`src/sv/vrp_pkg.sv`:
```
// ----------------------------------------------------------------------------
// vrp_pkg
// Shared types, constants and trig helpers for the vertex projection unit.
// ----------------------------------------------------------------------------
package vrp_pkg;

  localparam int ANGLE_BITS  = 10;
  localparam int FRAC_BITS   = 12;
  localparam int CFG_W       = 16;
  localparam int CFG_IDX_W   = 2;
  localparam int TRIG_W      = 14;  // signed sine/cosine, 1.0 = 4096
  localparam int ROT_W       = 19;  // rotated coordinate after the 1/4096 scale
  localparam int DEN_W       = 20;  // signed depth
  localparam int NUM_W       = 32;  // signed projection numerator
  localparam int QUEUE_DEPTH = 4;
  localparam int QPTR_W      = $clog2(QUEUE_DEPTH);

  typedef enum logic [CFG_IDX_W-1:0] {
    REG_DEPTH_OFFSET = 2'd0,
    REG_PIXEL_SCALE  = 2'd1,
    REG_CENTER_X     = 2'd2,
    REG_CENTER_Y     = 2'd3
  } vrp_reg_t;

  typedef struct packed {
    logic signed [15:0]      vertex_x;
    logic signed [15:0]      vertex_y;
    logic signed [15:0]      vertex_z;
    logic [ANGLE_BITS-1:0]   rotation_angle;
  } vrp_in_t;

  typedef struct packed {
    logic signed [15:0] pixel_x;
    logic signed [15:0] pixel_y;
    logic               depth_clamped;
  } vrp_out_t;

  typedef struct packed {
    logic signed [15:0] depth_offset;
    logic [7:0]         pixel_scale;
    logic [9:0]         center_x;
    logic [9:0]         center_y;
  } vrp_cfg_t;

  // one projection job handed from the front end to the divider
  typedef struct packed {
    logic signed [NUM_W-1:0] num_x;
    logic signed [NUM_W-1:0] num_y;
    logic signed [DEN_W-1:0] den;
    logic                    clamped;
  } vrp_job_t;

  typedef struct packed {
    logic full;
    logic empty;
  } vrp_qstat_t;

  localparam logic [12:0] QSINE [17] = '{
    13'd0,    13'd401,  13'd799,  13'd1189, 13'd1567, 13'd1931,
    13'd2276, 13'd2598, 13'd2896, 13'd3166, 13'd3406, 13'd3612,
    13'd3784, 13'd3920, 13'd4017, 13'd4076, 13'd4096
  };

  // sine magnitude over a quarter turn, u = 0 .. 16384
  function automatic logic [12:0] quarter_lookup(logic [14:0] u);
    logic [4:0]  idx;
    logic [9:0]  fr;
    logic [12:0] a;
    logic [12:0] b;
    logic [18:0] prod;
    logic [12:0] r;
    idx  = {1'b0, u[13:10]};
    fr   = u[9:0];
    a    = QSINE[idx];
    b    = QSINE[idx + 5'd1];
    prod = {6'b0, 13'(b - a)} * {9'b0, fr};
    r    = a + {4'b0, prod[18:10]};
    if (u[14]) begin
      r = QSINE[16];
    end
    return r;
  endfunction

  function automatic logic signed [TRIG_W-1:0] phase_sine(logic [15:0] ph);
    logic [14:0] q;
    logic [14:0] qr;
    logic [12:0] m;
    q  = {1'b0, ph[13:0]};
    qr = 15'd16384 - q;
    m  = ph[14] ? quarter_lookup(qr) : quarter_lookup(q);
    return ph[15] ? -$signed({1'b0, m}) : $signed({1'b0, m});
  endfunction

endpackage

```
`src/sv/vrp_queue.sv`:
```
// ----------------------------------------------------------------------------
// vrp_queue
// Small flop FIFO between the front end and the divider back end.
// ----------------------------------------------------------------------------
module vrp_queue (
  input  logic                clk,
  input  logic                rst,
  input  logic                push,
  input  vrp_pkg::vrp_job_t   din,
  input  logic                pop,
  output vrp_pkg::vrp_job_t   dout,
  output vrp_pkg::vrp_qstat_t stat
);
  import vrp_pkg::*;

  vrp_job_t          mem [QUEUE_DEPTH];
  logic [QPTR_W-1:0] wr_ptr, rd_ptr;
  logic [QPTR_W:0]   count;

  assign dout       = mem[rd_ptr];
  assign stat.full  = (count == (QPTR_W + 1)'(QUEUE_DEPTH));
  assign stat.empty = (count == '0);

  always_ff @(posedge clk) begin
    if (rst) begin
      wr_ptr <= '0;
      rd_ptr <= '0;
      count  <= '0;
    end else begin
      if (push) begin
        wr_ptr <= wr_ptr + 1'b1;
      end
      if (pop) begin
        rd_ptr <= rd_ptr + 1'b1;
      end
      count <= count + (QPTR_W + 1)'(push) - (QPTR_W + 1)'(pop);
    end
  end

  always_ff @(posedge clk) begin
    if (push) begin
      mem[wr_ptr] <= din;
    end
  end

endmodule

```
`config.mk`:
```
export PLATFORM = sky130hd
export DESIGN_NAME = vrp_queue
export DESIGN_NICKNAME = d
export VERILOG_FILES = /design/src/sv/vrp_pkg.sv /design/src/sv/vrp_queue.sv
export SDC_FILE = /design/constraint.sdc
export NUM_CORES = 1
export LEC_CHECK = 0
export BUFFER_PORTS_ARGS = -buffer_cell sky130_fd_sc_hd__buf_2
export CORE_MARGIN = 2
export CORE_UTILIZATION = 61
export CTS_CLUSTER_DIAMETER = 200
export DETAILED_ROUTE_END_ITERATION = 16
export GPL_TIMING_DRIVEN = 0
export PLACE_DENSITY_LB_ADDON = 0.1
export SETUP_SLACK_MARGIN = 0.3
export SYNTH_ARGS = -nofsm -noshare
export SYNTH_HDL_FRONTEND = slang
export SYNTH_SLANG_ARGS = --single-unit
```
`constraint.sdc`:
```
create_clock -name clk -period 8.2 [get_ports clk]
set_input_delay 2.05 -clock clk [delete_from_list [all_inputs] [get_ports clk]]
set_output_delay 2.05 -clock clk [all_outputs]
set_load 0.005 [all_outputs]
```
==> summary.txt, run 1 <==
Critical path
  • CP Launch Type: flip-flop
  • Critical-path cell list: buf_2 -> buf_2 -> mux4_2 -> buf_2
  • CP Max Fanout: 10
  • Setup crit end kind: primary output
  • Slowest-stage cell, CP: dfxtp_1
  • Critical R2R Launch: wr_ptr[0]
  • Critical path class: reg -> out
  • CP peak stage delay: approximately 0.40 ns
  • Required time worst endpoint: just over 6 ns
  • Most used cell, CP: buf_2
  • Worst EP arrival: about 2.1 ns

Die
  • Starting Density: 0.627
  • Die Y: 149 µm
  • Die area: roughly 22000 µm²
  • Std-Cell Rows: 52
  • Core region area: between 20000 and 25000 µm²
  • Die span in x: between 100 and 150 µm
  • I/O pins: 176

Cells and area
  • Post-layout nets: roughly 800
  • Final Util: 0.743
  • Layout cells sized above 1: 0.449
  • Commonest non-fill, non-tap cells in the layout: edfxtp_1, buf_2, mux4_2
  • Most common cell after layout, fill and taps aside: edfxtp_1
  • Layout area overhead: 18.5%

Drt
  • Remaining DRCs: 0
  • Vias per inst: 5.79
  • DR WL/cell: between 20 and 25 µm
  • Iter 0 DRT Violations: around 330
  • Met3 WL: between 1 and 1.5 mm
  • Met2 Wirelength: about 12 mm
  • Vias after detailed routing: 5758
  • Post-route ant nets: 0
  • Routed WL: ~23 mm
  • Wl on met1: between 8 and 9 mm
  • Top sig layer: met5
  • Drt first pass iters: 4

Clocking
  • Setup bufs post-CTS: 0
  • CTS sink cnt: roughly 350
  • Clock tree buffer depth: 3
  • CTS tree: built
  • CTS clk-pin slew, worst paths: ~0.06 ns
  • CTS resizes: 0
  • CTS Root Cell: clkbuf_16
  • Worst-Skew Late Latency: around 0.5 ns
  • # hold bufs at CTS: 0
  • Number of buffers created by CTS: 35
  • Htree depth: 2

Global route
  • Initial antenna violation count: 3
  • Largest net degree at the start of global routing: between 50 and 60
  • Number of global-route vias before repair: approximately 6200
  • Tot GR Track Use: 0.214
  • First-pass GRT wire length: 35.0 mm
  • Overflow after GRT: 0

Flow run
  • Max-Cap Viols: 0

STA
  • Final period utilization: 0.504
  • Hold WS: 0.561 ns
  • Layout Skew: between 0.007 and 0.008 ns
  • RSZ-0062 raised after global routing: false
  • Worst Tran Pin Value: between 0.6 and 0.7 ns
  • Final hold vios: 0
  • Fmax: 242 MHz
  • Setup TNS Final: 0 ns
  • Setup violators final: 0
  • Fin crit period: around 4.1 ns
  • Slew Viols, Final: 0
  • Slew margin rel.: 0.537

Pwr
  • P per Cell Area: 256 nW/µm²
  • Clk network pwr share: 0.370
  • Reg power frac: 0.536
  • Net Sw Frac: 0.205
  • Total power: slightly below 4 mW
  • Int Pwr: a little over 3 mW
  • Logic pwr share: 0.094
  • IR Drop Worst-Case VDD: slightly below 0.2 mV
  • Psw: roughly 790 µW
  • Leak: just over 5 nW

Logic synthesis
  • Synthesized Nets: a little under 600
  • YS warnings: 0
  • Register area share after synthesis: 0.814
  • Syn Inst Count: approximately 500
  • Synth cell types: 22
  • Post-synth top area cell: edfxtp_1
  • Synth Register Bits: approximately 350
  • Synthesized area per cell: around 26 µm²
  • Yosys top cell area share: 0.800
  • Synth top area cells: edfxtp_1, mux4_2, dfxtp_1
  • Synthesized area: approximately 13000 µm²

Worst hold path
  • Worst hold path type: reg -> reg
  • Critical hold path startpoint: wr_ptr[1]

Status
  • Status: completed

Placed design
  • Routability cong.: 0.687
  • I/O Buffers: ~180
  • Detailed placer's ending HPWL: around 14 mm
## kinds of logic (layout without fill, tap and decap cells)
kind of cell               count (synthesis)  in the layout  share of synthesized area
AOI/OAI and AO/OA                          2              2                    0.00118
xor gates and xnor gates                   3              3                    0.00324
adders and majority gates                  7              7                    0.00745
buffers and inverters                     25            263                     0.0171
DFF                                      349            349                      0.814
muxes                                     86             86                      0.151
other                                      0              1                          0
and+or+nand+nor                           14             14                    0.00588
## per-layer routing
metal / global-route usage / vias to the layer above
met2: 0.365 / 185
met1: 0.277 / 2998
met3: 0.0439 / 49
li1: - / 2522
met5: 0 / -
met4: 0.0800 / 4
## final timing paths
kind	slack, ns	depth (start not counted)	end
worst max-delay path	4.07	4	dout[60]
worst min-delay path	0.56	2	wr_ptr[1]
worst max register to register	6.32	3	mem[3][58]
worst min register to register	0.56	2	wr_ptr[1]
## state kept, by name, indices dropped and copies added, names as in the netlist, named ones only
register	flops
wr_ptr	2
mem	340
count	3
rd_ptr	2
## critical path, delay by kind of cell, from the launching register on
family,cells,cell delay [ns]
multiplexers,1,0.38
flip-flops,1,0.40
buffers and inverters,3,0.80
## Yosys cell counts, drive strengths merged
library cell,number
nand3b,1
fa,1
buf,19
nor2,5
xor3,1
mux4,85
a21bo,1
and3,1
nor3,1
nor2b,2
xnor2,2
ha,6
inv,6
dfxtp,9
mux2i,1
edfxtp,340
a21oi,1
and2,4
## power groups by stage
stage                     clock network, mW  registers, mW  logic, mW
after detailed placement                  0           2.11      0.368
after CTS                              1.47           2.07      0.371
after floorplan                           0           2.11      0.210
after global routing                   1.53           2.08      0.395
after global placement                    0           2.11      0.349
final                                  1.43           2.07      0.362
## area by class of cell
type	instances	area (µm²)
Fill cell	1157	5240
Tap cell	270	338
Timing Repair Buffer	179	986
Sequential cell	349	10400
Clock buffer	50	995
Clock inverter	9	35.0
Antenna cell	1	2.50
Multi-Input combinational cell	112	2160
Inverter	6	22.5
Buffer	19	195
## through the flow
stage	setup slack (ns)	cells	instance area, µm²
after floorplan	3.72	486	12800
after global placement	2.07	931	14000
after detailed placement	4.54	935	14100
after CTS	4.00	994	15100
after global routing	3.94	995	15100
final	4.07	995	15100
(Power assumes the default switching activity.)
==> inputs of run 2 (changes only) <==
- ABC_AREA: unset -> 1
- CORE_UTILIZATION: 61 -> 52
- clock period: 8.2 -> 3.69 ns (I/O delays scaled with it)
==> run 2 against run 1 <==
Count of clock-buffer cells in the layout unchanged; cell area increased by 14%; combinational power increased to 2.6 times the previous value; synthesized area increased by 14%; first-iteration DRC count increased by 71%; clock power increased to 2.5 times the previous value; non-clock buffer count increased by 38.
==> summary.txt, run 2 <==
Cells and area
  • Max reg flops: 340
  • Most common cell after layout, fill and taps aside: edfxtp_1
  • Post-layout nets: 1362
  • Top flop regs: mem x340, count x3
  • Commonest non-fill, non-tap cells in the layout: edfxtp_1, buf_2, inv_1
  • Layout cells sized above 1: 0.324
  • Finished Layout Cells: 1676
  • Reg with most FFs: mem
  • Layout area overhead: 18.5%

Logic synthesis
  • Synth cell types: 20
  • Post-synth ARST share: 0
  • Most frequent cells after synthesis: edfxtp_1, inv_1, nand2_1
  • Synth Area in Simple Gates: 0.0478
  • Post-synthesis adder-cell area fraction: 0.00656
  • XOR/XNOR Fraction of Synth Area: 0
  • Synth Register Bits: ~350
  • Mux cell area share after synthesis: 0
  • Post-synth top area cell: edfxtp_1
  • Main flop type after synthesis: edfxtp_1
  • YS warnings: 0
  • Number of synthesized flops with an enable pin: 340
  • Largest family of logic cells by synthesized area: compound AO/OA/AOI/OAI gates
  • Compound-cell area share of the yosys netlist: 0.148
  • Syn Inst Count: 1048
  • Count leader, synth: edfxtp_1
  • Synth top area cells: edfxtp_1, o211ai_2, inv_1
  • Register area share after synthesis: 0.717
  • Synthesized area per cell: 13.8 µm²
  • Yosys top cell area share: 0.704
  • Synthesized area: approximately 14000 µm²
  • Synthesized Nets: 1144

STA
  • RSZ-0062 raised after global routing: false
  • Setup TNS Final: 0 ns
  • Final period utilization: 0.775
  • Setup ws final: around 0.83 ns
  • Setup violators final: 0
  • Fin crit period: roughly 2.9 ns
  • Final hold vios: 0
  • Layout Skew: 0.0104 ns
  • Fmax: 349 MHz
  • Worst Tran Pin Value: around 0.74 ns
  • Slew margin rel.: 0.507
  • Slew Viols, Final: 0

Placed design
  • Detailed placer's ending HPWL: 18.3 mm
  • I/O Buffers: between 150 and 200
  • Placed insts: ~1600
  • Pre-CTS setup slack: 1.24 ns
  • Routability cong.: 0.713

Drt
  • DR WL/cell: ~18 µm
  • Vias per inst: about 5.0
  • Vias after detailed routing: roughly 8400
  • Post-route ant nets: 0
  • Remaining DRCs: 0
  • Iter 0 DRT Violations: approximately 570
  • Routed WL: around 30 mm
  • Drt first pass iters: 4

Clocking
  • Setup bufs post-CTS: 0
  • Worst-Skew Late Latency: 0.51 ns
  • Clock tree buffer depth: 3
  • Number of buffers created by CTS: 37
  • CTS tree: built
  • # hold bufs at CTS: 0
  • CTS resizes: 0
  • CTS sink cnt: 349
  • Htree depth: 2
  • CTS Root Cell: clkbuf_16
  • CTS clk-pin slew, worst paths: approximately 0.06 ns

Worst hold path
  • Hold path cells: 2
  • Critical hold path startpoint: rd_ptr[1]
  • Worst hold path type: reg -> reg

Critical path
  • CP Max Fanout: 10
  • FF-to-FF path depth: 5
  • Worst EP arrival: roughly 1.9 ns
  • Setup crit end kind: primary output
  • Critical path class: reg -> out
  • Reg-to-reg setup timing slack: 1.85 ns
  • Required time worst endpoint: ~2.8 ns
  • Critical R2R Launch: wr_ptr[0]
  • Reg2reg end: mem[2][32]
  • CP Launch Type: flip-flop

Global route
  • Largest net degree at the start of global routing: 53
  • Initial antenna violation count: 5
  • Number of global-route vias before repair: about 8000
  • First-pass GRT wire length: roughly 45 mm
  • Tot GR Track Use: 0.205
  • Overflow after GRT: 0

Flow run
  • Max-Cap Viols: 0

Die
  • Starting Density: 0.525
  • I/O pins: approximately 180
  • Die Y: roughly 170 µm
  • Std-Cell Rows: 61
  • Die area: 29200 µm²
  • Core region area: 27600 µm²
  • Die span in x: about 170 µm

Pwr
  • P per Cell Area: 533 nW/µm²
  • IR Drop Worst-Case VDD: between 0.4 and 0.5 mV
  • Leak: 6.71 nW

Status
  • Status: completed
-- run 2: how the worst max path moves through the flow --
stage	end
after floorplan	mem[2][0]
after global placement	mem[1][32]
after detailed placement	mem[3][32]
after global routing	dout[24]
after CTS	dout[7]
final	dout[24]
-- run 2: routing by layer --
layer,GRT usage,up-vias,wire length (µm)
met4,0.0457,4,433
met2,0.353,218,14800
met5,0,-,23
met3,0.0470,37,1940
li1,-,4089,-
met1,0.268,4026,12700
-- run 2: critical path: stages, from the launching register on --
cell and delay, ns:
dfxtp_1 0.30, buf_4 0.20, clkbuf_1 0.48, a21oi_1 0.07, o21ai_0 0.11, nand2_1 0.12
buf_2 0.14
-- run 2: through the flow --
step / total power, mW / utilization / cell area, µm² / hold WS, ns
after CTS: 9.23 / 0.621 / 17200 / 0.480
after floorplan: 5.20 / - / 14500 / 0.436
after global routing: 9.49 / 0.621 / 17200 / 0.510
after global placement: 5.60 / 0.574 / 15800 / 0.457
final: 9.15 / 0.622 / 17200 / 0.482
after detailed placement: 5.61 / 0.578 / 16000 / 0.471
-- run 2: cell type report --
cell class              count  area, µm²
flip-flops and latches    349      10400
clock buffers              50       1020
repair buffers            179        986
fillers                  2162      10500
multi-input cells         456       2940
diodes                      3       7.51
clock inverters            18        183
plain buffers              57        469
well taps                 378        473
inverters                 186        708
-- run 2: logic make-up (layout without fill, tap and decap cells) --
| kind of cell | Yosys count | count (layout) |
|---|---|---|
| and+or+nand+nor | 184 | 184 |
| AOI/OAI and AO/OA | 265 | 265 |
| DFF | 349 | 349 |
| other | 0 | 3 |
| buffers and inverters | 243 | 490 |
| adders and majority gates | 7 | 7 |
-- run 2: report_power, final --
group          total (mW)  internal [mW]  switching [mW]
sequential           4.58           4.53          0.0427
clock                3.64           2.21            1.43
combinational       0.933          0.349           0.583
total                9.15           7.10            2.06
==> inputs of run 3 (changes only) <==
- CORE_UTILIZATION: 52 -> 58
- clock period: 3.69 -> 2.7 ns (I/O delays scaled with it)
==> run 3 against run 2 <==
Global-route usage increased by 2.7 points; highest routed layer unchanged; die area down 10%; sequential power increased by 37%; non-clock buffer count is 9 higher; critical endpoint is now dout[26]; cell count is 2.9% lower; routed wire length is 2.0% higher; largest power group unchanged; cell area up 2.9%.
==> summary.txt, run 3 (synthesis gave the netlist of run 2 again) <==
Status
  • Status: completed

STA
  • Slew margin rel.: 0.632
  • Setup ws final: about 0.27 ns
  • Fin crit period: around 2.4 ns
  • Layout Skew: between 0.006 and 0.007 ns
  • Slew Viols, Final: 0
  • Worst Tran Pin Value: 0.551 ns
  • Final period utilization: 0.899
  • Fmax: between 400 and 500 MHz
  • Hold WS: 0.345 ns
  • Setup TNS Final: 0 ns
  • Setup violators final: 0
  • RSZ-0062 raised after global routing: true
  • Final hold vios: 0

Global route
  • Largest net degree at the start of global routing: 37
  • Number of global-route vias before repair: around 8500
  • Overflow after GRT: 0
  • First-pass GRT wire length: approximately 46 mm
  • Tot GR Track Use: 0.232
  • Initial antenna violation count: 4

Drt
  • Vias after detailed routing: roughly 8500
  • Iter 0 DRT Violations: 537
  • Drt first pass iters: 5
  • Vias per inst: approximately 5.2
  • Post-route ant nets: 0
  • DR WL/cell: around 19 µm
  • Routed WL: ~31 mm
  • Remaining DRCs: 0

Die
  • Starting Density: 0.593
  • I/O pins: between 150 and 200
  • Core region area: about 24000 µm²
  • Std-Cell Rows: 57
  • Die span in x: ~160 µm
  • Die Y: roughly 160 µm
  • Die area: around 26000 µm²

Clocking
  • Worst-Skew Late Latency: 0.51 ns
  • CTS tree: built
  • Clock tree buffer depth: 3
  • Setup bufs post-CTS: 0
  • CTS sink cnt: approximately 350
  • CTS Root Cell: clkbuf_16
  • Htree depth: 2
  • Number of buffers created by CTS: 37
  • # hold bufs at CTS: 0
  • CTS clk-pin slew, worst paths: 0.06 ns

Placed design
  • I/O Buffers: around 180
  • Pre-CTS setup slack: slightly below 0.09 ns
  • Routability cong.: approximately 0.75
  • Detailed placer's ending HPWL: 18.9 mm

Cells and area
  • # fillers: 1645
  • Top flop regs: mem x340, count x3
  • Final Util: 0.722
  • Layout cells sized above 1: 0.343
  • Most common cell after layout, fill and taps aside: edfxtp_1
  • Reg with most FFs: mem
  • Area of the multi-input gates: 2970 µm²
  • Post-layout nets: between 1000 and 1500
  • FF+latch area: slightly above 10000 µm²
  • Max reg flops: between 300 and 400
  • Commonest non-fill, non-tap cells in the layout: edfxtp_1, inv_1, buf_2
  • Layout area overhead: 21.9%

Critical path
  • Critical R2R Launch: wr_ptr[0]
  • Required time worst endpoint: a little over 2 ns
  • CP Launch Type: flip-flop
  • Critical path class: reg -> out
  • CP Max Fanout: 8
  • Worst EP arrival: around 1.8 ns
  • Setup crit end kind: primary output

Worst hold path
  • Critical hold path startpoint: rst
  • Worst hold path type: in -> reg

Pwr
  • Total power: around 13 mW
  • Leak: 6.89 nW
  • IR Drop Worst-Case VDD: around 0.64 mV
  • P per Cell Area: just over 700 nW/µm²

Flow run
  • Max-Cap Viols: 0
==> run 3: cell types whose count changed in the layout (fill, tap and decap cells not counted), sizes merged <==
cell / before / now
buf: 233 / 237
diode: 3 / 1
clkinvlp: 0 / 6
clkbuf: 53 / 52
clkinv: 13 / 14
inv: 187 / 183
bufinv: 4 / 6
==> run 3: area by class of cell <==
class | instances | share of cell area
well taps | 324 | 0.0229
repair inverters | 1 | 0.000425
repair buffers | 188 | 0.0656
diodes | 1 | 0.000142
inverters | 186 | 0.0404
flip-flops and latches | 349 | 0.588
plain buffers | 57 | 0.0432
clock inverters | 22 | 0.0149
multi-input cells | 456 | 0.168
clock buffers | 44 | 0.0563
==> run 3: worst paths after layout <==
| check | endpoint | slack, ns | cells past startpoint |
|---|---|---|---|
| setup / recovery | dout[26] | 0.27 | 7 |
| hold / removal | count[1] | 0.34 | 2 |
| setup reg to reg | mem[2][40] | 0.42 | 6 |
| hold reg to reg | rd_ptr[1] | 0.49 | 2 |
==> run 3: where the power goes <==
group	internal [mW]	total, mW	leakage [nW]	switching (mW)
sequential	6.20	6.26	3.20	0.0669
combinational	0.581	1.41	3.07	0.828
clock	3.21	5.19	0.619	1.98
total	9.98	12.9	6.89	2.87
==> run 3: critical path: stages, from the launching register on <==
cell,delay (ns)
dfxtp_2,0.32
buf_12,0.14
clkbuf_16,0.17
clkbuf_16,0.17
a21oi_2,0.12
o21ai_1,0.07
nand2_1,0.11
buf_2,0.13
==> run 3: what timing repair did <==
item | CTS | global route
hold endpoints to repair | 0 | 0
gates resized for setup | 65 | 55
pin swaps | 0 | 5
setup endpoints to repair | 114 | 101
gates cloned | 1 | 3
==> run 3: through the flow <==
| stage | cell area (µm²) | cells |
|---|---|---|
| after CTS | 17500 | 1624 |
| final | 17700 | 1628 |
| after floorplan | 14500 | 1048 |
| after global placement | 15800 | 1547 |
| after global routing | 17700 | 1628 |
| after detailed placement | 16000 | 1557 |
==> run 3: per-layer routing <==
layer / up-vias / global-route usage / wire length, µm
li1: 4126 / - / -
met2: 239 / 0.396 / 15400
met1: 4122 / 0.308 / 12600
met4: 2 / 0.0555 / 511
met5: - / 0 / 13
met3: 41 / 0.0508 / 1970
